## src/rtl/ecam_pkg.sv

```systemverilog
`default_nettype none
package ecam_pkg;

  // Operation codes carried in the slave tuser field.
  localparam logic [1:0] OP_MOVE = 2'd0;
  localparam logic [1:0] OP_LOOK = 2'd1;
  localparam logic [1:0] OP_SET  = 2'd2;

  // Move directions.
  localparam logic [1:0] DIR_FORWARD  = 2'd0;
  localparam logic [1:0] DIR_BACKWARD = 2'd1;
  localparam logic [1:0] DIR_LEFT     = 2'd2;
  localparam logic [1:0] DIR_RIGHT    = 2'd3;

  // Configuration register indexes.
  typedef enum logic [2:0] {
    REG_MOVE_SPEED  = 3'd0,
    REG_MOUSE_SENS  = 3'd1,
    REG_WORLD_UP_X  = 3'd2,
    REG_WORLD_UP_Y  = 3'd3,
    REG_WORLD_UP_Z  = 3'd4
  } cfg_reg_t;

  // Angles are Q16.16 degrees.
  localparam logic signed [30:0] DEG_FULL    = 31'sd23592960;
  localparam logic signed [30:0] DEG_HALF    = 31'sd11796480;
  localparam logic signed [30:0] DEG_QUARTER = 31'sd5898240;
  localparam logic signed [30:0] PITCH_LIMIT = 31'sd5832704;
  localparam logic signed [31:0] CORDIC_GAIN = 32'sd163008219;
  localparam logic signed [15:0] UNIT_Q14    = 16'sd16384;

  // Arctangent of 2^-i in Q16.16 degrees.
  function automatic logic signed [25:0] ecam_atan(input logic [3:0] idx);
    logic signed [25:0] val;
    case (idx)
      4'd0:    val = 26'sd2949120;
      4'd1:    val = 26'sd1740967;
      4'd2:    val = 26'sd919879;
      4'd3:    val = 26'sd466945;
      4'd4:    val = 26'sd234379;
      4'd5:    val = 26'sd117304;
      4'd6:    val = 26'sd58666;
      4'd7:    val = 26'sd29335;
      4'd8:    val = 26'sd14668;
      4'd9:    val = 26'sd7334;
      4'd10:   val = 26'sd3667;
      4'd11:   val = 26'sd1833;
      4'd12:   val = 26'sd917;
      4'd13:   val = 26'sd458;
      4'd14:   val = 26'sd229;
      4'd15:   val = 26'sd115;
      default: val = 26'sd0;
    endcase
    return val;
  endfunction

endpackage
`default_nettype wire

```

## src/rtl/ecam_sqrt.sv

```systemverilog
`default_nettype none
module ecam_sqrt (
  input  logic        clk,
  input  logic        rst,
  input  logic        start,
  input  logic [63:0] value,
  output logic        done,
  output logic [31:0] root
);
  import ecam_pkg::*;

  logic [63:0] v;
  logic [63:0] r;
  logic [63:0] bitv;
  logic        busy;
  logic [63:0] trial;

  assign trial = r + bitv;
  assign root = r[31:0];

  // One result bit per pass of the remainder, one pass a cycle.
  always_ff @(posedge clk) begin
    if (rst) begin
      busy <= 1'b0;
      done <= 1'b0;
    end else begin
      done <= 1'b0;
      if (start) begin
        v <= value;
        r <= '0;
        bitv <= 64'h4000_0000_0000_0000;
        busy <= 1'b1;
      end else if (busy) begin
        if (bitv == '0) begin
          done <= 1'b1;
          busy <= 1'b0;
        end else begin
          if (v >= trial) begin
            v <= v - trial;
            r <= (r >> 1) + bitv;
          end else begin
            r <= r >> 1;
          end
          bitv <= bitv >> 2;
        end
      end
    end
  end

endmodule
`default_nettype wire

```

## config.mk

```make
export PLATFORM = sky130hd
export DESIGN_NAME = ecam_sqrt
export DESIGN_NICKNAME = d
export VERILOG_FILES = /design/src/rtl/ecam_pkg.sv /design/src/rtl/ecam_sqrt.sv
export SDC_FILE = /design/constraint.sdc
export NUM_CORES = 1
export LEC_CHECK = 0
export ABC_AREA = 1
export BUFFER_PORTS_ARGS = -buffer_cell sky130_fd_sc_hd__buf_2
export CAP_MARGIN = 0
export CORE_ASPECT_RATIO = 0.7
export CORE_UTILIZATION = 45
export CTS_CLUSTER_DIAMETER = 50
export DETAILED_ROUTE_END_ITERATION = 10
export SLEW_MARGIN = 20
export SYNTH_ARGS = -nofsm -noshare
export SYNTH_HDL_FRONTEND = slang
export SYNTH_SLANG_ARGS = --single-unit
```

## constraint.sdc

```tcl
create_clock -name clk -period 7.6 [get_ports clk]
set_input_delay 0.76 -clock clk [delete_from_list [all_inputs] [get_ports clk]]
set_output_delay 0.76 -clock clk [all_outputs]
set_load 0.02 [all_outputs]
```

# --- After elaboration in Yosys (flattened, before gate mapping) ---
# Index checks and enable logic that the tools add are counted.
word_totals:
  reg_bits: 194
  input_bits: 67
  out_inout_bits: 33
  word_cells: 31
op_classes:
  bitwise_logic: 2
  n_eq_ne: 1
  magnitude_cmp: 1
  muxes: 13
  addsub: 3
  reduce_logical: 6
op_table:
  columns: ["operator", "n"]
  rows:
  - ["2-to-1 mux 64 bit", 9]
  - ["adder 63 x 64 -> 64 bit", 1]
  - ["adder 64 bit", 1]
  - ["greater-or-equal comparator 64 bit", 1]
  - ["logical NOT 64 bit", 1]
  - ["subtractor 64 bit", 1]
  - ["2-to-1 mux 1 bit", 4]
  - ["AND reduction 4 bit", 1]
  - ["nonzero test 2 bit", 2]
  - ["AND reduction 3 bit", 1]
  - ["OR reduction 3 bit", 1]
  - ["inequality test 2 bit, second input constant", 1]
  - ["inverter 1 bit", 2]

# --- Logic depth before layout (Yosys ltp) ---
logic_depth:
  depth_word: 6
  depth_mapped: 27
  depth_no_buf: 27

# --- Worst setup path before layout ---
# No wires, ideal clock.
synth_timing:
  path_kind: "input port to flip-flop"
  start: "input port start"
  end: "register v[0], enable pin"
  path_buffers: 1
  setup_time_ns: 0.418
  path_slack_ns: -0.512
  arrival_ns: 7.694
  cell_stages: 5
  required_time_ns: 7.182
  path_cell_list: "inv_1 clkbuf_1 a21oi_1 o21ai_0 inv_1"
synth_between:
  elab_chain_cells: 2
  elab_cells_between_ends: 4
  cone_classes: "eq/ne: 1; reduce/logical: 3"
synth_lines:
  columns: ["item", "line_no", "rtl"]
  rows:
  - ["from (decl)", "ecam_sqrt.sv:5", "input logic start,"]
  - ["inequality test 2 bit (no source line) or nonzero test 2 bit (tied branches)", null, null]
  - ["AND reduction 4 bit (no source line) *", null, null]
  - ["to (signal assigned)", "ecam_sqrt.sv:29", "v <= value;"]
  - ["to (signal assigned)", "ecam_sqrt.sv:39", "v <= v - trial;"]
  - ["to (decl)", "ecam_sqrt.sv:12", "logic [63:0] v;"]
# Mark *: on every way between the ends. The rest lies on a longest branch, timed or not.
# A chain may end at the register's enable or synchronous reset.

# --- Worst setup path in the final report ---
layout_timing:
  start: "register r[22]"
  end: "register v[21], enable pin"
layout_between:
  elab_chain_cells: 4
layout_lines:
  columns: ["item", "line_no", "rtl"]
  rows:
  - ["from (decl)", "ecam_sqrt.sv:13", "logic [63:0] r;"]
  - ["from (signal assigned)", "ecam_sqrt.sv:40", "r <= (r >> 1) + bitv;"]
  - ["from (signal assigned)", "ecam_sqrt.sv:42", "r <= r >> 1;"]
  - ["adder 64 bit", "ecam_sqrt.sv:18", "assign trial = r + bitv;"]
  - ["greater-or-equal comparator 64 bit", "ecam_sqrt.sv:38", "if (v >= trial) begin"]
  - ["nonzero test 2 bit (no source line)", null, null]
  - ["AND reduction 4 bit (no source line)", null, null]
# Every way passes these cells.

==> results.md <==
* Status: finished clean
* Post-synth EDFFs at 160
* Storage element area at around 4800 µm²
* Async SR Flop Fraction at 0
* Detailed-route via count at about 23000
* Required @ worst endpoint at 7.77 ns
* # DRC at 0
* Post-route minimum period at 5.97 ns
* Synth Cell Area at just over 20000 µm²
* Hold Buf Count CTS at 0
* Final Max Slew Viols at 0
* Crit path DAT at ~6.1 ns
* Slew @ Worst Pin at 1.09 ns
* Flop pwr share at 0.262
* Fin Setup TNS at 0 ns
* Syn_nets at 3689
* Sink Count at ~160
* Fin crit share at 0.786
* Static leakage at roughly 11 nW
* Worst setup EP type: register
* Post-layout net count at approximately 3700
* Worst hold path class: reg2reg
* Pwr/cell area at roughly 230 nW/µm²
* Initial Utilization at 0.461
* IO Pins at 100
* Worst Path Max Fanout at 30
* WL final at 82800 µm
* TritonCTS clock tree: done
* Root Buffer: clkbuf_16
* Worst Skew at ~0.014 ns
* Net switching power at around 2.5 mW
* CP startpoint kind: register
* Kind of critical path: reg2reg
* Global-route wire length before repair at between 100000 and 150000 µm
* Detailed Routing Iterations Pass 1 at 5
* Remaining Overflow, GRT at 0
* Synthesis-to-finish area growth at 7.33%
* Synth Register Bits at around 160
* CTS buffer count at 17
* Peak VDD IR at about 160 µV
* Final ANT Viol Nets at 0
* Pwr Total at between 5 and 6 mW
* Placed Cells at 4119
* Clock share of power at 0.198
* Layout Cells excl Fill at around 4200
* Placed cell area at 21200 µm²
* Placeable Area at about 44000 µm²
* Vias in the first global route at just over 20000
* Die height at about 180 µm
* Total GRT Usage at 0.354
* Share of layout cells above drive strength 1 at 0.0514
* Yosys warns at 0
* Final Hold Fails at 0
* P_int at 2.49 mW
* Top FF cell, synth: edfxtp_1
* Postcts setup bufs at 0
* Clk pin slew, worst setup/hold paths at ~0.08 ns
* Max Cap Viol at 0
* Filler cells at around 5000
* FP Rows at 64
* Max Root-Sink Buffers at 2
* H-tree levels at 4
* Dpl hpwl at 68700 µm
* Rel. slew slack at 0.264
* RSZ-0062 raised after global routing: false
* Die area at between 40000 and 50000 µm²
* Cts repair resizes at 0
* Seq/Total Area, Yosys at 0.238
* Synthesized netlist cell count at 3491
* Area occupied by multi-input gates at about 13000 µm²
* Number of port buffers at 99
* Largest net degree at the start of global routing at 57
* Initial DRC count at about 3000
* Final setup viols at 0
* Max Clk Rate at about 170 MHz
* Distinct cells, synth at between 40 and 50
* RD Place Congestion at roughly 1.1
* Combinational power share at 0.540
* Finished Cell Area at 21900 µm²
* Die width at about 260 µm
* Syn Area/Cell at between 5 and 6 µm²
* Vias/cell at roughly 5.5
* Antenna violations before repair at 2
* Sw Share at 0.501
* Wire per inst at between 15 and 20 µm
* Clock Latency Late Sink at between 0.4 and 0.5 ns
metal layers:
metal  up-vias  GRT usage  part of all wire
met4         4     0.0736             0.016
met5         -     0.0134           0.00087
li1      11038          -                 -
met1     10453      0.554              0.49
met2      1154      0.456              0.37
met3        80      0.112              0.13
Yosys cell counts, types with 5 or more instances:
cell type / instances / area, µm²
nand2_2: 15 / 93.8
nor2_2: 5 / 31.3
xor2_1: 46 / 403
xnor2_1: 58 / 508
nor3_1: 31 / 155
o21ai_0: 134 / 671
inv_1: 565 / 2120
nand3b_1: 25 / 188
nor2_1: 353 / 1330
edfxtp_1: 160 / 4800
o21ai_1: 5 / 25.0
and2_1: 11 / 68.8
nand3_1: 226 / 1130
o21bai_1: 17 / 128
buf_2: 6 / 30.0
nand2_1: 1404 / 5270
nand4_1: 28 / 175
a21o_1: 5 / 37.5
o21a_1: 8 / 60.1
buf_6: 6 / 67.6
ha_1: 130 / 1630
or2_2: 10 / 62.6
a21oi_1: 144 / 721
buf_4: 38 / 285
clkbuf_1: 23 / 86.3
nor4_1: 12 / 75.1
final timing paths:
path,from,end,slack [ns],cells after the start
setup reg to reg,r[22]$_SDFFCE_PP0P_,v[21]$_DFFE_PP_,1.63,20
setup / recovery,r[22]$_SDFFCE_PP0P_,v[21]$_DFFE_PP_,1.63,20
hold / removal,busy$_SDFF_PP0_,done$_SDFF_PP0_,0.44,2
hold reg to reg,busy$_SDFF_PP0_,done$_SDFF_PP0_,0.44,2
cells in the final DEF (no fill, tap or decap), types with 3 or more instances in the layout:
master | Yosys | routed
inv_1 | 565 | 563
or2_2 | 10 | 10
o21ai_0 | 134 | 134
inv_6 | 0 | 6
o21a_1 | 8 | 8
inv_2 | 1 | 3
nor2_1 | 353 | 353
a21o_1 | 5 | 5
nand3_1 | 226 | 226
clkinv_8 | 0 | 5
edfxtp_1 | 160 | 160
buf_2 | 6 | 98
a21oi_1 | 144 | 143
xnor2_1 | 58 | 58
nand2_1 | 1404 | 1404
and2_1 | 11 | 11
o21bai_1 | 17 | 17
xor2_1 | 46 | 46
nor4_1 | 12 | 12
nand4_1 | 28 | 28
nand2_2 | 15 | 15
buf_4 | 38 | 12
nand3b_1 | 25 | 25
o21ai_1 | 5 | 5
nor2_2 | 5 | 5
nor3_2 | 3 | 3
nor3_1 | 31 | 31
ha_1 | 130 | 130
clkbuf_16 | 0 | 17
layout make-up:
class | count | share of cell area
Multi-Input combinational cell | 2687 | 0.592
Sequential cell | 162 | 0.221
Inverter | 566 | 0.0971
Tap cell | 594 | 0.0340
Timing Repair Buffer | 110 | 0.0265
Clock buffer | 17 | 0.0194
Clock inverter | 15 | 0.00972
Antenna cell | 1 | 0.000114
through the flow:
step	hold WS, ns	util	worst slack [ns]
finish	0.444	0.495	1.63
global placement	0.423	0.480	2.00
CTS	0.444	0.495	1.94
detailed placement	0.429	0.480	1.96
global route	0.457	0.495	1.37
floorplan	0.414	-	1.81
cells by family (layout without fill, tap and decap cells):
| kind of cell | Yosys count | in the layout | synth area share |
|---|---|---|---|
| other | 0 | 1 | 0 |
| AO/OA/AOI/OAI | 321 | 321 | 0.0838 |
| AND/OR/NAND/NOR | 2131 | 2131 | 0.425 |
| XOR/XNOR | 104 | 104 | 0.0447 |
| adder cells (fa/ha/maj) | 131 | 131 | 0.0808 |
| buffers and inverters | 642 | 708 | 0.128 |
| flip-flops | 162 | 162 | 0.238 |
sequential cells by signal, summed over array words and instances (netlist names):
| register | flops |
|---|---|
| v | 64 |
| bitv | 32 |
| busy | 1 |
| done | 1 |
| r | 64 |
critical path, cell delays in order (launching register included):
cell and delay, ns:
edfxtp_1 0.56, ha_1 0.45, nand2_1 0.09, o21ai_0 0.27
nand2_1 0.11, o21ai_0 0.60, a21oi_1 0.06, o21ai_0 0.44
nand2_1 0.37, nand3b_1 0.20, nand2_1 0.07, ha_1 0.35
nand2_1 0.10, nor2_1 0.17, nand2_1 0.16, nor3_2 0.21
nand2_2 0.10, nand2_1 0.15, o21ai_0 0.11, inv_2 0.63
buf_4 0.42
power groups by stage:
stage / sequential, mW / clock, mW / combinational [mW]
after floorplan: 1.24 / 0 / 1.91
after global placement: 1.32 / 0 / 2.58
after detailed placement: 1.32 / 0 / 2.60
after CTS: 1.31 / 0.995 / 2.62
after global routing: 1.32 / 1.02 / 2.98
final: 1.31 / 0.991 / 2.70
Power figures use the tool's default switching activity.
