**config.mk**
```make
export PLATFORM = sky130hd
export DESIGN_NAME = ecam_cordic
export DESIGN_NICKNAME = d
export VERILOG_FILES = /design/src/rtl/ecam_pkg.sv /design/src/rtl/ecam_cordic.sv
export SDC_FILE = /design/constraint.sdc
export NUM_CORES = 1
export LEC_CHECK = 0
export ABC_AREA = 1
export BUFFER_PORTS_ARGS = -buffer_cell sky130_fd_sc_hd__buf_2
export CORE_UTILIZATION = 40
export CTS_CLUSTER_SIZE = 10
export DETAILED_ROUTE_END_ITERATION = 12
export GPL_TIMING_DRIVEN = 0
export SLEW_MARGIN = 5
export SYNTH_ARGS = -nofsm -noshare
export SYNTH_HDL_FRONTEND = slang
export SYNTH_SLANG_ARGS = --single-unit
```
**constraint.sdc**
```tcl
create_clock -name clk -period 8 [get_ports clk]
set_clock_uncertainty 0.15 [all_clocks]
set_input_delay 1.6 -clock clk [delete_from_list [all_inputs] [get_ports clk]]
set_output_delay 1.6 -clock clk [all_outputs]
set_load 0.01 [all_outputs]
```
**src/rtl/ecam_pkg.sv**
```systemverilog
`default_nettype none
package ecam_pkg;

  // Operation codes carried in the slave tuser field.
  localparam logic [1:0] OP_MOVE = 2'd0;
  localparam logic [1:0] OP_LOOK = 2'd1;
  localparam logic [1:0] OP_SET  = 2'd2;

  // Move directions.
  localparam logic [1:0] DIR_FORWARD  = 2'd0;
  localparam logic [1:0] DIR_BACKWARD = 2'd1;
  localparam logic [1:0] DIR_LEFT     = 2'd2;
  localparam logic [1:0] DIR_RIGHT    = 2'd3;

  // Configuration register indexes.
  typedef enum logic [2:0] {
    REG_MOVE_SPEED  = 3'd0,
    REG_MOUSE_SENS  = 3'd1,
    REG_WORLD_UP_X  = 3'd2,
    REG_WORLD_UP_Y  = 3'd3,
    REG_WORLD_UP_Z  = 3'd4
  } cfg_reg_t;

  // Angles are Q16.16 degrees.
  localparam logic signed [30:0] DEG_FULL    = 31'sd23592960;
  localparam logic signed [30:0] DEG_HALF    = 31'sd11796480;
  localparam logic signed [30:0] DEG_QUARTER = 31'sd5898240;
  localparam logic signed [30:0] PITCH_LIMIT = 31'sd5832704;
  localparam logic signed [31:0] CORDIC_GAIN = 32'sd163008219;
  localparam logic signed [15:0] UNIT_Q14    = 16'sd16384;

  // Arctangent of 2^-i in Q16.16 degrees.
  function automatic logic signed [25:0] ecam_atan(input logic [3:0] idx);
    logic signed [25:0] val;
    case (idx)
      4'd0:    val = 26'sd2949120;
      4'd1:    val = 26'sd1740967;
      4'd2:    val = 26'sd919879;
      4'd3:    val = 26'sd466945;
      4'd4:    val = 26'sd234379;
      4'd5:    val = 26'sd117304;
      4'd6:    val = 26'sd58666;
      4'd7:    val = 26'sd29335;
      4'd8:    val = 26'sd14668;
      4'd9:    val = 26'sd7334;
      4'd10:   val = 26'sd3667;
      4'd11:   val = 26'sd1833;
      4'd12:   val = 26'sd917;
      4'd13:   val = 26'sd458;
      4'd14:   val = 26'sd229;
      4'd15:   val = 26'sd115;
      default: val = 26'sd0;
    endcase
    return val;
  endfunction

endpackage
`default_nettype wire

```
**src/rtl/ecam_cordic.sv**
```systemverilog
`default_nettype none
module ecam_cordic (
  input  logic               clk,
  input  logic               rst,
  input  logic               start,
  input  logic signed [24:0] angle,
  output logic               done,
  output logic signed [15:0] sin_q,
  output logic signed [15:0] cos_q
);
  import ecam_pkg::*;

  logic signed [31:0] x;
  logic signed [31:0] y;
  logic signed [25:0] z;
  logic               neg;
  logic               busy;
  logic [4:0]         cnt;

  logic signed [25:0] z_in;
  logic signed [25:0] z_fold;
  logic               fold;
  logic signed [31:0] dx;
  logic signed [31:0] dy;
  logic signed [31:0] x_rnd;
  logic signed [31:0] y_rnd;

  // Results are rounded to Q2.14 and held within one unit.
  function automatic logic signed [15:0] to_unit(input logic signed [31:0] r,
                                                 input logic flip);
    logic signed [15:0] c;
    if (r > 32'sd16384) begin
      c = UNIT_Q14;
    end else if (r < -32'sd16384) begin
      c = -UNIT_Q14;
    end else begin
      c = r[15:0];
    end
    return flip ? -c : c;
  endfunction

  always_comb begin
    z_in = 26'(angle);
    fold = 1'b0;
    z_fold = z_in;
    if (z_in > 26'(DEG_QUARTER)) begin
      z_fold = z_in - 26'(DEG_HALF);
      fold = 1'b1;
    end else if (z_in < -26'(DEG_QUARTER)) begin
      z_fold = z_in + 26'(DEG_HALF);
      fold = 1'b1;
    end
    dx = y >>> cnt[3:0];
    dy = x >>> cnt[3:0];
    x_rnd = (x + 32'sd8192) >>> 14;
    y_rnd = (y + 32'sd8192) >>> 14;
  end

  always_ff @(posedge clk) begin
    if (rst) begin
      busy <= 1'b0;
      done <= 1'b0;
      cnt <= '0;
    end else begin
      done <= 1'b0;
      if (start) begin
        x <= CORDIC_GAIN;
        y <= '0;
        z <= z_fold;
        neg <= fold;
        cnt <= '0;
        busy <= 1'b1;
      end else if (busy) begin
        if (cnt == 5'd16) begin
          cos_q <= to_unit(x_rnd, neg);
          sin_q <= to_unit(y_rnd, neg);
          done <= 1'b1;
          busy <= 1'b0;
        end else begin
          if (z >= 0) begin
            x <= x - dx;
            y <= y + dy;
            z <= z - ecam_atan(cnt[3:0]);
          end else begin
            x <= x + dx;
            y <= y - dy;
            z <= z + ecam_atan(cnt[3:0]);
          end
          cnt <= cnt + 5'd1;
        end
      end
    end
  end

endmodule
`default_nettype wire

```
==> Word level (Yosys, flattened, before mapping) <==
Memories as Yosys holds them, arrays and structs flattened. A register that Yosys moved wholly into a read port is not among the register bits.
Index checks and enable logic that the tools add are counted.
{ "op_classes": {"n_addsub": 13, "bitwise": 4, "magnitude_cmp": 7, "shift": 2, "n_eq_ne": 2, "reduce_logical": 7, "n_mux": 45} }
{ "ops": {"columns": ["cell", "n"], "rows": [
  ["26-bit 2-to-1 mux", 16],
  ["16-bit 2-to-1 mux", 14],
  ["32-bit 2-to-1 mux", 6],
  ["32-bit by 15-bit adder with 32-bit output (second input constant)", 2],
  ["32-bit adder", 2],
  ["32-bit by 4-bit >>> shifter with 32-bit output", 2],
  ["32-bit subtractor", 2],
  ["18-bit by 16-bit greater-than comparator with 1-bit output (second input constant)", 2],
  ["18-bit by 15-bit less-than comparator with 1-bit output (second input constant)", 2],
  ["16-bit negator", 2],
  ["25-bit by 25-bit adder with 26-bit output (second input constant)", 1],
  ["26-bit adder", 1],
  ["26-bit by 1-bit >= comparator with 1-bit output (second input constant)", 1],
  ["25-bit by 25-bit subtractor with 26-bit output (second input constant)", 1],
  ["26-bit subtractor", 1],
  ["25-bit by 24-bit greater-than comparator with 1-bit output (second input constant)", 1],
  ["25-bit by 24-bit less-than comparator with 1-bit output (second input constant)", 1],
  ["4-bit 2-to-1 mux", 4],
  ["5-bit by 1-bit adder with 5-bit output (second input constant)", 1],
  ["5-bit == test (second input constant)", 1],
  ["1-bit 2-to-1 mux", 5],
  ["1-bit inverter", 4],
  ["2-bit AND reduction", 2],
  ["4-bit AND reduction", 1],
  ["other kinds (5)", 5]
]} }
{ "word_totals": {"output_inout_bits": 33, "mem_count": 2, "inputBits": 28, "rom_bits": 704, "wordCells": 91, "regBits": 130} }
{ "mem_list": {"columns": ["name", "words", "word_bits", "read_ports", "rd_ports_with_merged_regs", "write_ports", "line_no", "text"], "rows": [
  ["(name not given)", 16, 22, 1, 1, 0, "ecam_pkg.sv:35", "case (idx)"],
  ["(name not given)", 16, 22, 1, 1, 0, "ecam_pkg.sv:35", null]
]} }

==> Depth between registers and ports, before layout <==
{ "logic_depth": {"ltp_word": 11, "depth_mapped": 32} }

==> Least setup slack after synthesis <==
No wires, ideal clock.
{ "synth_timing": {"path_type": "input port to flip-flop", "from": "input start", "to": "register x[0], enable pin", "setup_ps": 569, "required_ps": 7281, "arrival_time_ps": 6681, "path_slack_ps": 600, "stages": 5, "n_path_buf": 3, "path_cell_list": "clkbuf_1 -> inv_1 -> clkbuf_1 -> buf_1 -> a21oi_1"} }
{ "synth_between": {"elab_chain_cells": 2, "elab_cells_between_ends": 3, "classes_between": "eq/ne (1); reduce/logical (2)"} }
{ "synth_rtl": {"columns": ["item", "line_no", "text"], "rows": [
  ["from (decl)", "ecam_cordic.sv:5", "input logic start,"],
  ["2-bit inequality test (no line) or 2-bit nonzero test (tied branches)", null, null],
  ["3-bit AND reduction (no line) (*)", null, null],
  ["to (signal assigned)", "ecam_cordic.sv:81", "x <= x - dx;"],
  ["to (signal assigned)", "ecam_cordic.sv:85", "x <= x + dx;"],
  ["to (decl)", "ecam_cordic.sv:13", "logic signed [31:0] x;"]
]} }
Every way passes the cells marked *; elsewhere a longest branch is shown, timed or not.
A chain may end at the register's enable or synchronous reset.

==> Worst setup path in the final report <==
{ "layout_timing": {"from": "register cnt[1]", "to": "register y[26], data pin"} }
{ "layout_between": {"elab_chain_cells": 5, "elab_cells_between_ends": 6, "classes_between": "add/sub (2); shift (1); mux (3)"} }
{ "layout_rtl": {"columns": ["item", "line_no", "text"], "rows": [
  ["from (decl)", "ecam_cordic.sv:18", "logic [4:0] cnt;"],
  ["from (signal assigned)", "ecam_cordic.sv:89", "cnt <= cnt + 5'd1;"],
  ["32-bit by 4-bit >>> shifter with 32-bit output (*)", "ecam_cordic.sv:54", "dy = x >>> cnt[3:0];"],
  ["32-bit subtractor or 32-bit adder (tied branches)", "ecam_cordic.sv:86, ecam_cordic.sv:82", null],
  ["32-bit 2-to-1 mux (*)", "ecam_cordic.sv:80", "if (z >= 0) begin"],
  ["32-bit 2-to-1 mux (*)", "ecam_cordic.sv:74", "if (cnt == 5'd16) begin"],
  ["32-bit 2-to-1 mux (*)", "ecam_cordic.sv:73", "end else if (busy) begin"],
  ["to (signal assigned)", "ecam_cordic.sv:82", "y <= y + dy;"],
  ["to (signal assigned)", "ecam_cordic.sv:86", "y <= y - dy;"],
  ["to (decl)", "ecam_cordic.sv:14", "logic signed [31:0] y;"]
]} }
Every way passes the cells marked *; elsewhere a longest branch is shown, timed or not. The select of a mux whose other input is x is not followed.

==> results_dict.tcl <==
set metrics [dict create \
    status "finished clean" \
    io_pins 61 \
    grt_pass1_vias 18800 \
    drc 0 \
    tightest_slew_ns 1.24 \
    ant_nets 0 \
    reg2regPathDepth 25 \
    synthDistinctLibCells 60 \
    grt_pass1_wl_um 105000 \
    drive_gt1_frac 0.0994 \
    syn_avg_cell_area_um2 6.32 \
    min_period_ns 5.93 \
    n_fill_cell 4799 \
    p_leak_uw 0.00934 \
    drt-vias-per-instance 5.52 \
    grt-ovfl-total 0 \
    hold_start "cnt[4]" \
    wl_per_cell_um 19.0 \
    die_h_um 215 \
    cts_resized 0 \
    synthFlopType "edfxtp_1" \
    rrSetupSlack_ns 2.07 \
    cts.sinks 152 \
    track_usage 0.295 \
    worstPathRequired_ns 8.21 \
    nNetsFinal 3107 \
    cts_tree "done" \
    r2r_end "y[26]" \
    arrival_ns 6.13 \
    r2r_start "cnt[1]" \
    portBuffers 58 \
    max_freq_mhz 169 \
    antenna_cells 0 \
    hold_buffers 0 \
    synth_top_area_frac 0.203 \
    crit_family "compound AO/OA/AOI/OAI gates" \
    cp.depth 25 \
    slew_violations 0 \
    synth_edf_count 123 \
    dr_total_vias 19700 \
    yosysWarningCount 0 \
    maxCapViolCount 0 \
    cts_buffers 17 \
    hold-path-cell-count 2 \
    critPathKind "reg -> reg" \
    synth-seq-cells 152 \
    path_clk_slew_ns 0.07 \
    p_per_area_nw_per_um2 251 \
    grt_max_degree 33 \
    dr.pass1.iters 7 \
    row_count 77 \
    place_area_um2 19400 \
    crit_path_frequent_cell "nand2_1" \
    netlist_area_um2 18200 \
    hold_path_end "cnt[4]" \
    path_buf_inv 4 \
    die_w_um 215 \
    crit_fanout 10 \
    fin_setup_tns_ns 0 \
    gp_congestion 1.04 \
    cp_slowest_cell "o311ai_0" \
    cpPeakStageDelay_ns 0.85 \
    netlist_instances 2882 \
    period_share 0.741 \
    synth_top_area_cell "edfxtp_1" \
    stdcell_area_um2 20000 \
    ir_worst_vdd_v 0.000188 \
    critPathLaunchType "register" \
    final_util 0.448 \
    totalWireLength_um 68000 \
    synthTopCellsByArea "edfxtp_1 (20%), nand2_1 (18%), ha_1 (7.7%)" \
    finalSetupViolCount 0 \
    rsz0062_at_grt "false" \
    clockRootBuffer "clkbuf_16" \
    area_growth_pct 9.58 \
    cts-htree-levels 4 \
    slew_headroom 0.174 \
    die-area_um2 46400 \
    clock_latency_ns 0.51 \
    dp_hpwl_um 54800 \
    core-area_um2 44600 \
    synth_nets 3025 \
    drt_iter0_drc 1663 \
    holdCritPathClass "reg -> reg" \
    antenna_found_initial 1 \
    synth_async_sr_flop_share 0 \
    cts_setup_buffers 0 \
    seq_area_frac_synth 0.235 \
    start_util 0.409 \
    clk_path_buf_depth 2 \
    finalHoldViolCount 0 \
    worstSetupEndpointType "register" \
]
-- synth_stat cells (3+ instances only) --
cell,number
a21boi_0,9
a21o_1,13
a21oi_1,181
a21oi_2,7
a221oi_1,5
a31oi_1,22
and2_0,3
and2_1,9
buf_1,18
buf_2,25
buf_6,12
buf_8,4
clkbuf_1,24
dfxtp_1,29
edfxtp_1,123
fa_1,3
ha_1,112
inv_1,298
inv_2,17
nand2_1,852
nand2_2,25
nand2_4,3
nand3_1,224
nand3_2,9
nand3b_1,9
nand4_1,41
nor2_1,264
nor2_2,28
nor2_4,11
nor3_1,25
nor3b_1,3
nor4_1,12
o211ai_1,12
o21a_1,17
o21ai_0,165
o21ai_1,79
o21ai_2,28
o21bai_1,6
o221ai_1,5
o311ai_0,3
o31ai_1,4
or2_1,7
or2_2,25
xnor2_1,17
xor2_1,75
-- layout make-up --
class | count | area (um^2) | share of cell area
clock inverters | 9 | 57.6 | 0.00288
clock buffers | 23 | 532 | 0.0266
flip-flops and latches | 152 | 4270 | 0.214
multi-input cells | 2329 | 12300 | 0.616
inverters | 317 | 1190 | 0.0596
repair buffers | 63 | 398 | 0.0199
plain buffers | 84 | 485 | 0.0243
well taps | 592 | 741 | 0.0371
-- power by group --
group | total [uW] | internal (uW) | switching, uW | leakage, uW
logic | 2990 | 998 | 2000 | 0.00765
clock network | 845 | 467 | 378 | 0.000295
registers | 1170 | 1020 | 145 | 0.00140
-- per-layer routing --
metal | vias up | GRT usage | part of all wire
met2 | 677 | 0.505 | 0.47
li1 | 9800 | - | -
met1 | 9086 | 0.369 | 0.43
met3 | 122 | 0.0469 | 0.056
met4 | 2 | 0.121 | 0.038
met5 | - | 0 | 0.00019
-- worst min-delay path, stage by stage (launching register included) --
cell,delay [ns]
dfxtp_1,0.31
inv_1,0.06
a21oi_1,0.06
-- cells by family after synthesis --
family | Yosys count | synth area share
flip-flops | 152 | 0.235
AO/OA/AOI/OAI | 567 | 0.179
AND/OR/NAND/NOR | 1553 | 0.370
adder cells (fa/ha/maj) | 115 | 0.0802
multiplexers | 2 | 0.00110
XOR/XNOR | 92 | 0.0442
buffers and inverters | 401 | 0.0919
-- how the worst max path moves through the flow --
stage            from    end  slack (ns)
3_5_place_dp   cnt[1]  y[26]        2.30
3_3_place_gp    start  x[27]       -3.63
6_report       cnt[1]  y[26]        2.07
5_1_grt        cnt[1]  y[26]        1.67
4_1_cts        cnt[1]  y[26]        2.26
2_1_floorplan   start   x[0]        0.60
-- stage by stage --
| step | power, uW | hold WS (ns) | instances | setup slack [ns] |
|---|---|---|---|---|
| finish | 5010 | 0.329 | 3569 | 2.07 |
| detailed placement | 4120 | 0.317 | 3537 | 2.30 |
| global route | 5450 | 0.360 | 3569 | 1.67 |
| global placement | 4080 | 0.303 | 3532 | -3.63 |
| CTS | 4990 | 0.329 | 3569 | 2.26 |
| floorplan | 3330 | 0.289 | 2882 | 0.600 |
-- cells in the final DEF, fill, tap and decap left out, types with 20 or more instances in the layout --
master / Yosys / routed
a21oi_1: 181 / 180
a31oi_1: 22 / 22
buf_2: 25 / 83
clkbuf_1: 24 / 25
clkbuf_16: 0 / 20
dfxtp_1: 29 / 29
edfxtp_1: 123 / 123
ha_1: 112 / 112
inv_1: 298 / 298
nand2_1: 852 / 852
nand2_2: 25 / 25
nand3_1: 224 / 224
nand4_1: 41 / 41
nor2_1: 264 / 263
nor2_2: 28 / 28
nor3_1: 25 / 25
o21ai_0: 165 / 165
o21ai_1: 79 / 79
o21ai_2: 28 / 28
or2_2: 25 / 25
xor2_1: 75 / 75
(Power assumes the default switching activity.)
