### config.mk
export PLATFORM = sky130hd
export DESIGN_NAME = ecam_div
export DESIGN_NICKNAME = d
export VERILOG_FILES = /design/src/rtl/ecam_pkg.sv /design/src/rtl/ecam_div.sv
export SDC_FILE = /design/constraint.sdc
export NUM_CORES = 1
export LEC_CHECK = 0
export ABC_AREA = 1
export BUFFER_PORTS_ARGS = -buffer_cell sky130_fd_sc_hd__buf_2
export CORE_UTILIZATION = 60
export CTS_CLUSTER_DIAMETER = 150
export DETAILED_ROUTE_END_ITERATION = 12
export GPL_TIMING_DRIVEN = 1
export MAX_ROUTING_LAYER = met4
export PLACE_DENSITY = 0.83
export REMOVE_ABC_BUFFERS = 1
export SLEW_MARGIN = 10
export SYNTH_ARGS = -nofsm -noshare
export SYNTH_HDL_FRONTEND = slang
export SYNTH_SLANG_ARGS = --single-unit
### constraint.sdc
create_clock -name clk -period 6.2 [get_ports clk]
set_input_delay 1.24 -clock clk [delete_from_list [all_inputs] [get_ports clk]]
set_output_delay 1.24 -clock clk [all_outputs]
set_load 0.05 [all_outputs]
### src/rtl/ecam_pkg.sv
`default_nettype none
package ecam_pkg;

  // Operation codes carried in the slave tuser field.
  localparam logic [1:0] OP_MOVE = 2'd0;
  localparam logic [1:0] OP_LOOK = 2'd1;
  localparam logic [1:0] OP_SET  = 2'd2;

  // Move directions.
  localparam logic [1:0] DIR_FORWARD  = 2'd0;
  localparam logic [1:0] DIR_BACKWARD = 2'd1;
  localparam logic [1:0] DIR_LEFT     = 2'd2;
  localparam logic [1:0] DIR_RIGHT    = 2'd3;

  // Configuration register indexes.
  typedef enum logic [2:0] {
    REG_MOVE_SPEED  = 3'd0,
    REG_MOUSE_SENS  = 3'd1,
    REG_WORLD_UP_X  = 3'd2,
    REG_WORLD_UP_Y  = 3'd3,
    REG_WORLD_UP_Z  = 3'd4
  } cfg_reg_t;

  // Angles are Q16.16 degrees.
  localparam logic signed [30:0] DEG_FULL    = 31'sd23592960;
  localparam logic signed [30:0] DEG_HALF    = 31'sd11796480;
  localparam logic signed [30:0] DEG_QUARTER = 31'sd5898240;
  localparam logic signed [30:0] PITCH_LIMIT = 31'sd5832704;
  localparam logic signed [31:0] CORDIC_GAIN = 32'sd163008219;
  localparam logic signed [15:0] UNIT_Q14    = 16'sd16384;

  // Arctangent of 2^-i in Q16.16 degrees.
  function automatic logic signed [25:0] ecam_atan(input logic [3:0] idx);
    logic signed [25:0] val;
    case (idx)
      4'd0:    val = 26'sd2949120;
      4'd1:    val = 26'sd1740967;
      4'd2:    val = 26'sd919879;
      4'd3:    val = 26'sd466945;
      4'd4:    val = 26'sd234379;
      4'd5:    val = 26'sd117304;
      4'd6:    val = 26'sd58666;
      4'd7:    val = 26'sd29335;
      4'd8:    val = 26'sd14668;
      4'd9:    val = 26'sd7334;
      4'd10:   val = 26'sd3667;
      4'd11:   val = 26'sd1833;
      4'd12:   val = 26'sd917;
      4'd13:   val = 26'sd458;
      4'd14:   val = 26'sd229;
      4'd15:   val = 26'sd115;
      default: val = 26'sd0;
    endcase
    return val;
  endfunction

endpackage
`default_nettype wire

### src/rtl/ecam_div.sv
`default_nettype none
module ecam_div (
  input  logic        clk,
  input  logic        rst,
  input  logic        start,
  input  logic [30:0] mag,
  input  logic [31:0] divisor,
  output logic        done,
  output logic [15:0] quo
);
  import ecam_pkg::*;

  logic [45:0] num;
  logic [32:0] rem;
  logic [15:0] low;
  logic [31:0] dvs;
  logic [4:0]  cnt;
  logic        busy;
  logic [32:0] t;

  // Rounded quotient of mag * 2^14 over the divisor.
  assign num = {1'b0, mag, 14'b0} + {15'b0, divisor[31:1]};
  assign t = {rem[31:0], low[15]};

  always_ff @(posedge clk) begin
    if (rst) begin
      busy <= 1'b0;
      done <= 1'b0;
      cnt <= '0;
    end else begin
      done <= 1'b0;
      if (start) begin
        rem <= {3'b0, num[45:16]};
        low <= num[15:0];
        dvs <= divisor;
        quo <= '0;
        cnt <= '0;
        busy <= 1'b1;
      end else if (busy) begin
        if (cnt == 5'd16) begin
          done <= 1'b1;
          busy <= 1'b0;
        end else begin
          if (t >= {1'b0, dvs}) begin
            rem <= t - {1'b0, dvs};
            quo <= {quo[14:0], 1'b1};
          end else begin
            rem <= t;
            quo <= {quo[14:0], 1'b0};
          end
          low <= {low[14:0], 1'b0};
          cnt <= cnt + 5'd1;
        end
      end
    end
  end

endmodule
`default_nettype wire

After elaboration in Yosys (flattened, before gate mapping). Cells that the tools add are included.

Flip-flop bits (word level): 103. Input port bits: 66. Output and inout port bits: 17. Word-level logic and storage cells: 37.

Add/sub/neg operators: 3. $lt $le $gt $ge: 1. Equality and inequality tests: 2. Mux-type cells: 14. Bitwise operators: 3. Reduce and logical (&&, ||, !) cells: 6.

Operator list (count): $mux 32 (3); $mux 16 (5); $add 45x31->46 (1); $ge 33x32->1 (1); $sub 32x32->32 (1); $mux 30 (1); $add 5x1->5 const B (1); $eq 5x5->1 const B (1); $mux 1 (5); $reduce_and 2->1 (2); $not 1->1 (3); $reduce_and 3->1 (1); $reduce_or 3->1 (1); $ne 2x2->1 const B (1); $reduce_bool 2->1 (1); $reduce_or 2->1 (1).

Longest topological paths before layout. Gate-level depths: netlist of run 1.

Depth in word-level cells: 5. Depth in mapped cells: 16.

Worst setup path after synthesis of run 1. No wires, ideal clock.

Kind: input -> register. Start: input start. End: register low[0] (enable). Setup time: 508 ps. Arrival time: 4821 ps. Required time: 5692 ps. Path slack: 872 ps. Cell stages on the path: 4. Buffers on the path: 2. Path through: inv_1 > clkbuf_1 > buf_1 > a21oi_1.

Word-level cells in the longest chain between the ends: 2. Elaborated cells on any way between the ends: 3. Those cells by class: 1 x eq/ne; 2 x reduce/logical.

RTL lines: start, declared (RTL line ecam_div.sv:5) `input logic start,`; $ne 2x2->1 (no source line) / $reduce_bool 2->1 (equally long branches); $reduce_and 3->1 (no source line) (*); end signal, assigned (RTL line ecam_div.sv:34) `low <= num[15:0];`; end signal, assigned (RTL line ecam_div.sv:51) `low <= {low[14:0], 1'b0};`; end, declared (RTL line ecam_div.sv:15) `logic [15:0] low;`.

Every way passes the cells marked *; elsewhere a longest branch is shown, timed or not. A chain may end at the register's enable or synchronous reset.

Worst setup path in the final report of run 1.
Start: input start. End: register quo[4] (enable).

Word-level cells in the longest chain between the ends: 2. Elaborated cells on any way between the ends: 3. Those cells by class: 1 x eq/ne; 2 x reduce/logical.

RTL lines: $ne 2x2->1 (no source line) / $reduce_bool 2->1 (equally long branches); $reduce_and 3->1 (no source line) (*); end signal, assigned (RTL line ecam_div.sv:46) `quo <= {quo[14:0], 1'b1};`; end signal, assigned (RTL line ecam_div.sv:49) `quo <= {quo[14:0], 1'b0};`; end, declared (RTL line ecam_div.sv:9) `output logic [15:0] quo`.

Marked as above.

==> results.cfg, run 1 <==
[timing]
finalCriticalPeriod_ns = 3.400
timing.fmax_ghz = 0.2941
worst_pin_slew_ns = 0.6789
timing.final.hold_violations = 0
rsz0062_at_grt = false
fin_skew_ns = 0.008969
slew_headroom_pct = 54.58
setup_viol = 0
tns_ns = 0
period_share_pct = 54.84
final-max-slew-violation-count = 0

[outcome]
status = finished, final reports clean

[layout]
instances_no_fill = 1477
area.growth.synth_to_final_pct = 10.12
stdcell_area_um2 = 9286
diodes = 0
final_core_util_pct = 69.03
fin_nets = 1415
layout-drive-gt1-share_pct = 10.22

[die]
start_util_pct = 62.69
pin_count = 83
core.rowCount = 42
die-area_um2 = 14530
die_w_um = 120.6
dieHeight_um = 120.6
core_area_um2 = 13450

[clock_tree]
post_cts_buffers = 0
htreeDepth = 3
cts_made_buffers = 9
clockBufferDepth = 2
path_clk_slew_ns = 0.08
postCtsHoldBufs = 0
clock-root-buffer = clkbuf_16
ctsResizeCount = 0
cts_sinks = 103
clock_latency_ns = 0.35
cts_tree = built

[synthesis]
synth.top_cell.area_share_pct = 34.18
syn-cell-area_um2 = 8433
yosys_warnings = 0
synth.ff_latch_count = 103
syn_inst = 1219
yosys.cell_types.count = 37
synth-edff-count = 96
synthFlopType = edfxtp_1
async_reset_ff_share_pct = 0
synth_common_cells = 446 x nand2_1, 215 x inv_1, 96 x edfxtp_1
yosysMostFrequentCell = nand2_1
yosys-top-cells-area = edfxtp_1 34%, nand2_1 20%, inv_1 9.6%
synth_seq_area_share_pct = 35.85
avgSynthCellArea_um2 = 6.918
yosysTopAreaCell = edfxtp_1

[critical_path]
path_cells = buf_2, buf_4, clkinv_1, a21oi_4, buf_4
end_kind = register
critPathMaxStageDelay_ns = 0.61
crit_path_top_delay_cell = a21oi_4
worstPathMaxFanout = 58
critPathKind = input pin to register
start_kind = input pin
crit_arrival_ns = 3.38
crit_required_ns = 6.18
cpMostUsedCell = buf_4

[placed_design]
dp_hpwl_um = 18860
portBuffers = 82
place.gp.congestion = 0.9738
dp.cells = 1461
place_area_um2 = 8977

[global_routing]
grt_remaining_overflow = 0
antenna_found_initial = 0
grt_pass1_wl_um = 37130
grt_pass1_vias = 7457
grt_use_total_pct = 34.25
grt_max_degree = 59

[pwr]
p_int_mw = 1.397
p_leak_nw = 4.865
comb_power_share_pct = 35.3
ir_drop_uv = 132.3
p_sw_uw = 825.3
p_clk_share_pct = 26.1
power_density_nw_per_um2 = 239.3
seqPwrFrac_pct = 38.5
switching_share_pct = 37.14

[route]
drt_iter0_drc = 875
vias = 8085
firstDrtPassIters = 7
wire_per_inst_um = 16.00
antenna_left = 0
viasPerCell = 5.474
wl_um = 23630
drc = 0

[job]
cap_viol_max_count = 0

[hold_path]
hold_class = register to register
==> state kept, by name (all words and copies together) (netlist names) <==
signal  cells
rem        32
low        16
quo        16
cnt         5
busy        1
done        1
dvs        32
==> critical path, delay by kind of cell <==
family	cells	cell delay, ns
buf+inv	4	1.47
compound gates	1	0.61
==> cells by family (layout without fill, tap and decap cells) <==
logic type	count (synthesis)	in the layout	synth area share, %
AO/OA/AOI/OAI	81	81	5.134
flip-flops	103	103	35.85
adder cells (fa/ha/maj)	53	53	8.042
buffers and inverters	237	319	11.25
XOR/XNOR	28	28	2.908
AND/OR/NAND/NOR	717	717	36.82
==> layout make-up <==
class | count | area (um^2)
timing repair buffer | 87 | 447.9
multi-input combinational | 879 | 4476
fill | 1179 | 4167
tap | 176 | 220.2
clock buffer | 10 | 250.2
clock inverter | 6 | 58.81
inverter | 216 | 810.8
sequential | 103 | 3023
==> power groups by stage <==
stage / clock network [mW] / logic (mW) / registers (mW)
4_1_cts: 0.583 / 0.770 / 0.856
3_5_place_dp: 0 / 0.764 / 0.871
3_3_place_gp: 0 / 0.753 / 0.868
6_report: 0.581 / 0.785 / 0.856
5_1_grt: 0.604 / 0.869 / 0.861
2_1_floorplan: 0 / 0.524 / 0.888
==> metal layers <==
metal | routed length (um) | track usage (%) | vias to the layer above
met5 | 0 | - | -
met4 | 405 | 7.948 | 0
met3 | 1983 | 4.340 | 31
met2 | 10700 | 54.20 | 368
met1 | 10540 | 47.14 | 3681
li1 | - | - | 4005
==> path summary, 6_finish.rpt <==
path                              start  endpoint  slack [ns]  cells past startpoint
worst min register to register     busy      done        0.47                      2
worst max register to register  dvs[19]   rem[29]        3.04                     12
worst max-delay path              start    quo[4]        2.80                      5
worst min-delay path               busy      done        0.47                      2
==> cell usage in the layout (no fill, tap or decap) <==
cell type | Yosys | final
buf_4 | 3 | 5
clkinv_1 | 1 | 2
nand4_1 | 10 | 10
or2_2 | 3 | 3
nor4_1 | 5 | 5
nor3b_1 | 1 | 1
buf_2 | 2 | 82
a21oi_2 | 1 | 1
nand3b_1 | 37 | 37
nor2_4 | 3 | 3
a21oi_1 | 45 | 44
a21o_1 | 5 | 5
o21ai_1 | 1 | 1
nor2_1 | 93 | 92
clkbuf_16 | 0 | 10
dfxtp_1 | 7 | 7
edfxtp_1 | 96 | 96
xor2_1 | 13 | 13
nand2_2 | 10 | 10
fa_1 | 2 | 2
clkinv_2 | 0 | 1
a21boi_0 | 1 | 1
nand3_1 | 88 | 88
nand2_4 | 1 | 1
o21bai_1 | 2 | 2
inv_8 | 0 | 1
ha_1 | 51 | 51
clkinv_8 | 0 | 1
nor2_2 | 7 | 8
nand2_1 | 446 | 446
and2_1 | 2 | 2
nor3_1 | 8 | 8
a21oi_4 | 0 | 1
o21ai_0 | 25 | 25
inv_6 | 0 | 3
xnor2_1 | 15 | 15
inv_1 | 215 | 214
o2111ai_1 | 1 | 1
nand3b_4 | 1 | 1
nand3_2 | 2 | 2
==> through the flow <==
step           worst slack [ns]  hold slack, ns  power [mW]
4_1_cts                   2.817          0.4698       2.208
3_3_place_gp              2.541          0.4513       1.621
5_1_grt                   2.633          0.4847       2.334
3_5_place_dp              2.467          0.4549       1.635
2_1_floorplan            0.6790          0.4353       1.411
6_report                  2.800          0.4682       2.222
Power figures use the tool's default switching activity.
==> run 2, diff against run 1 <==
- CORE_UTILIZATION: 60 -> 55
- PLACE_DENSITY: 0.83 -> 0.8
- clock period: 6.2 -> 2.75 ns (I/O delays scaled with it)
==> run 2 against run 1 <==
  * Design area is 1.1% higher
  * Clock skew shrank 0.00090 ns
  * Count of clock-buffer cells in the layout decreased by 1
  * Critical path type is now register to register
  * Flip-flop and latch count is the same
  * Sequential share of layout area is 0.34 points lower
  * Largest power group unchanged
  * First-iteration DRC count down 6.9%
  * Non-clock buffer count up 7
  * Sequential power increased by 130%
  * Worst setup slack lost 2.6 ns
  * Register-to-register slack got worse by 2.8 ns
  * Utilization decreased by 5.4 points
==> results.cfg, run 2 (same netlist as run 1, synthesis figures left out) <==
[outcome]
status = finished, final reports clean

[layout]
area.growth.synth_to_final_pct = 11.28
final_core_util_pct = 63.60
fin_nets = 1422
largest_registers = dvs (32), rem (32)
layout_commonest_cell = nand2_1
final_cell_mix = 446 x nand2_1, 214 x inv_1, 96 x edfxtp_1
layout-drive-gt1-share_pct = 10.78
diodes = 0

[clock_tree]
htreeDepth = 3
post_cts_buffers = 0
clock_latency_ns = 0.36
cts_sinks = 103
cts_made_buffers = 9
clockBufferDepth = 2
cts_tree = built
path_clk_slew_ns = 0.08
clock-root-buffer = clkbuf_16

[pwr]
p_leak_nw = 4.906
ir_drop_uv = 419.9
power_density_nw_per_um2 = 538.2

[route]
firstDrtPassIters = 6
wl_um = 23990
drt_iter0_drc = 815
antenna_left = 0
wire_per_inst_um = 16.08
viasPerCell = 5.442
drc = 0
vias = 8120

[die]
pin_count = 83
die-area_um2 = 15830
core_area_um2 = 14750
start_util_pct = 57.16
die_w_um = 125.8
dieHeight_um = 125.8
core.rowCount = 44

[timing]
final-max-slew-violation-count = 0
timing.fmax_ghz = 0.3913
fin_skew_ns = 0.008073
slew_headroom_pct = 55.72
rsz0062_at_grt = false
hold-worst-slack_ns = 0.3657
setup_viol = 0
fin_ws_ns = 0.1946
timing.final.hold_violations = 0
finalCriticalPeriod_ns = 2.555
worst_pin_slew_ns = 0.6641
tns_ns = 0
period_share_pct = 92.92

[critical_path]
end_kind = register
worstPathMaxFanout = 28
critPathKind = register to register
start_kind = register
crit_arrival_ns = 2.67
crit_required_ns = 2.87
reg2reg_slack_ns = 0.19

[placed_design]
portBuffers = 82
dp_slack_ns = 0.1796
place.gp.congestion = 1.014
dp_hpwl_um = 19250

[hold_path]
hold_class = input pin to register

[global_routing]
grt_max_degree = 58
grt_pass1_wl_um = 38870
grt_remaining_overflow = 0
grt_pass1_vias = 7490
antenna_found_initial = 0
grt_use_total_pct = 32.68

[job]
cap_viol_max_count = 0
==> run 2: changes by cell type in the layout (fill, tap and decap cells not counted), sizes merged <==
cell / delta
inv: -2
clkbuf: -1
clkinv: +3
buf: +7
==> run 2: area by class of cell <==
class                           instances  area, um^2
Fill cell                            1347        5370
Timing Repair Buffer                   94       529.3
Clock buffer                            9       225.2
Tap cell                              184       230.2
Inverter                              216       810.8
Sequential cell                       103        3023
Clock inverter                          7       86.33
Multi-Input combinational cell        879        4479
==> run 2: report_power, final <==
group,switching [mW],internal (mW),total (mW)
registers,0.0597,1.88,1.94
logic,1.21,0.604,1.81
clock network,0.652,0.651,1.30
==> run 2: stage by stage <==
| step | power (mW) | area (um^2) | std cells |
|---|---|---|---|
| 2_1_floorplan | 3.182 | 8295 | 1198 |
| 3_3_place_gp | 3.701 | 9065 | 1476 |
| 3_5_place_dp | 3.726 | 9065 | 1476 |
| 4_1_cts | 5.032 | 9376 | 1492 |
| 5_1_grt | 5.339 | 9384 | 1492 |
| 6_report | 5.050 | 9384 | 1492 |
==> run 2: timing repair <==
action,CTS,global route
hold buffers,0,0
gates resized for setup,0,2
endpoints found under the hold margin,0,0
endpoints found under the setup margin,0,24
==> run 2: final timing paths <==
| kind | from | end | cells past startpoint |
|---|---|---|---|
| worst max-delay path | rem[7] | rem[4] | 13 |
| worst min register to register | busy | done | 2 |
| worst min-delay path | divisor[0] | dvs[0] | 1 |
| worst max register to register | rem[7] | rem[4] | 13 |
==> run 2: per-layer routing <==
metal	track usage [%]	up-vias	part of all wire, %
met4	10.77	0	2.6
met2	48.63	352	44
met1	46.29	3699	46
met3	4.036	44	7.8
li1	-	4025	-
met5	-	-	0
==> run 2: critical path, cell delays in order (launching register included) <==
cell and delay, ns:
edfxtp_1 0.43, ha_1 0.39, nand2_1 0.11, nand2_1 0.10
inv_1 0.07, nand2_1 0.07, nand3b_4 0.20, nand2_1 0.11
nand2_2 0.07, nand2_2 0.09, buf_4 0.32, nand3b_1 0.12
nand3_1 0.16, nand2_1 0.06
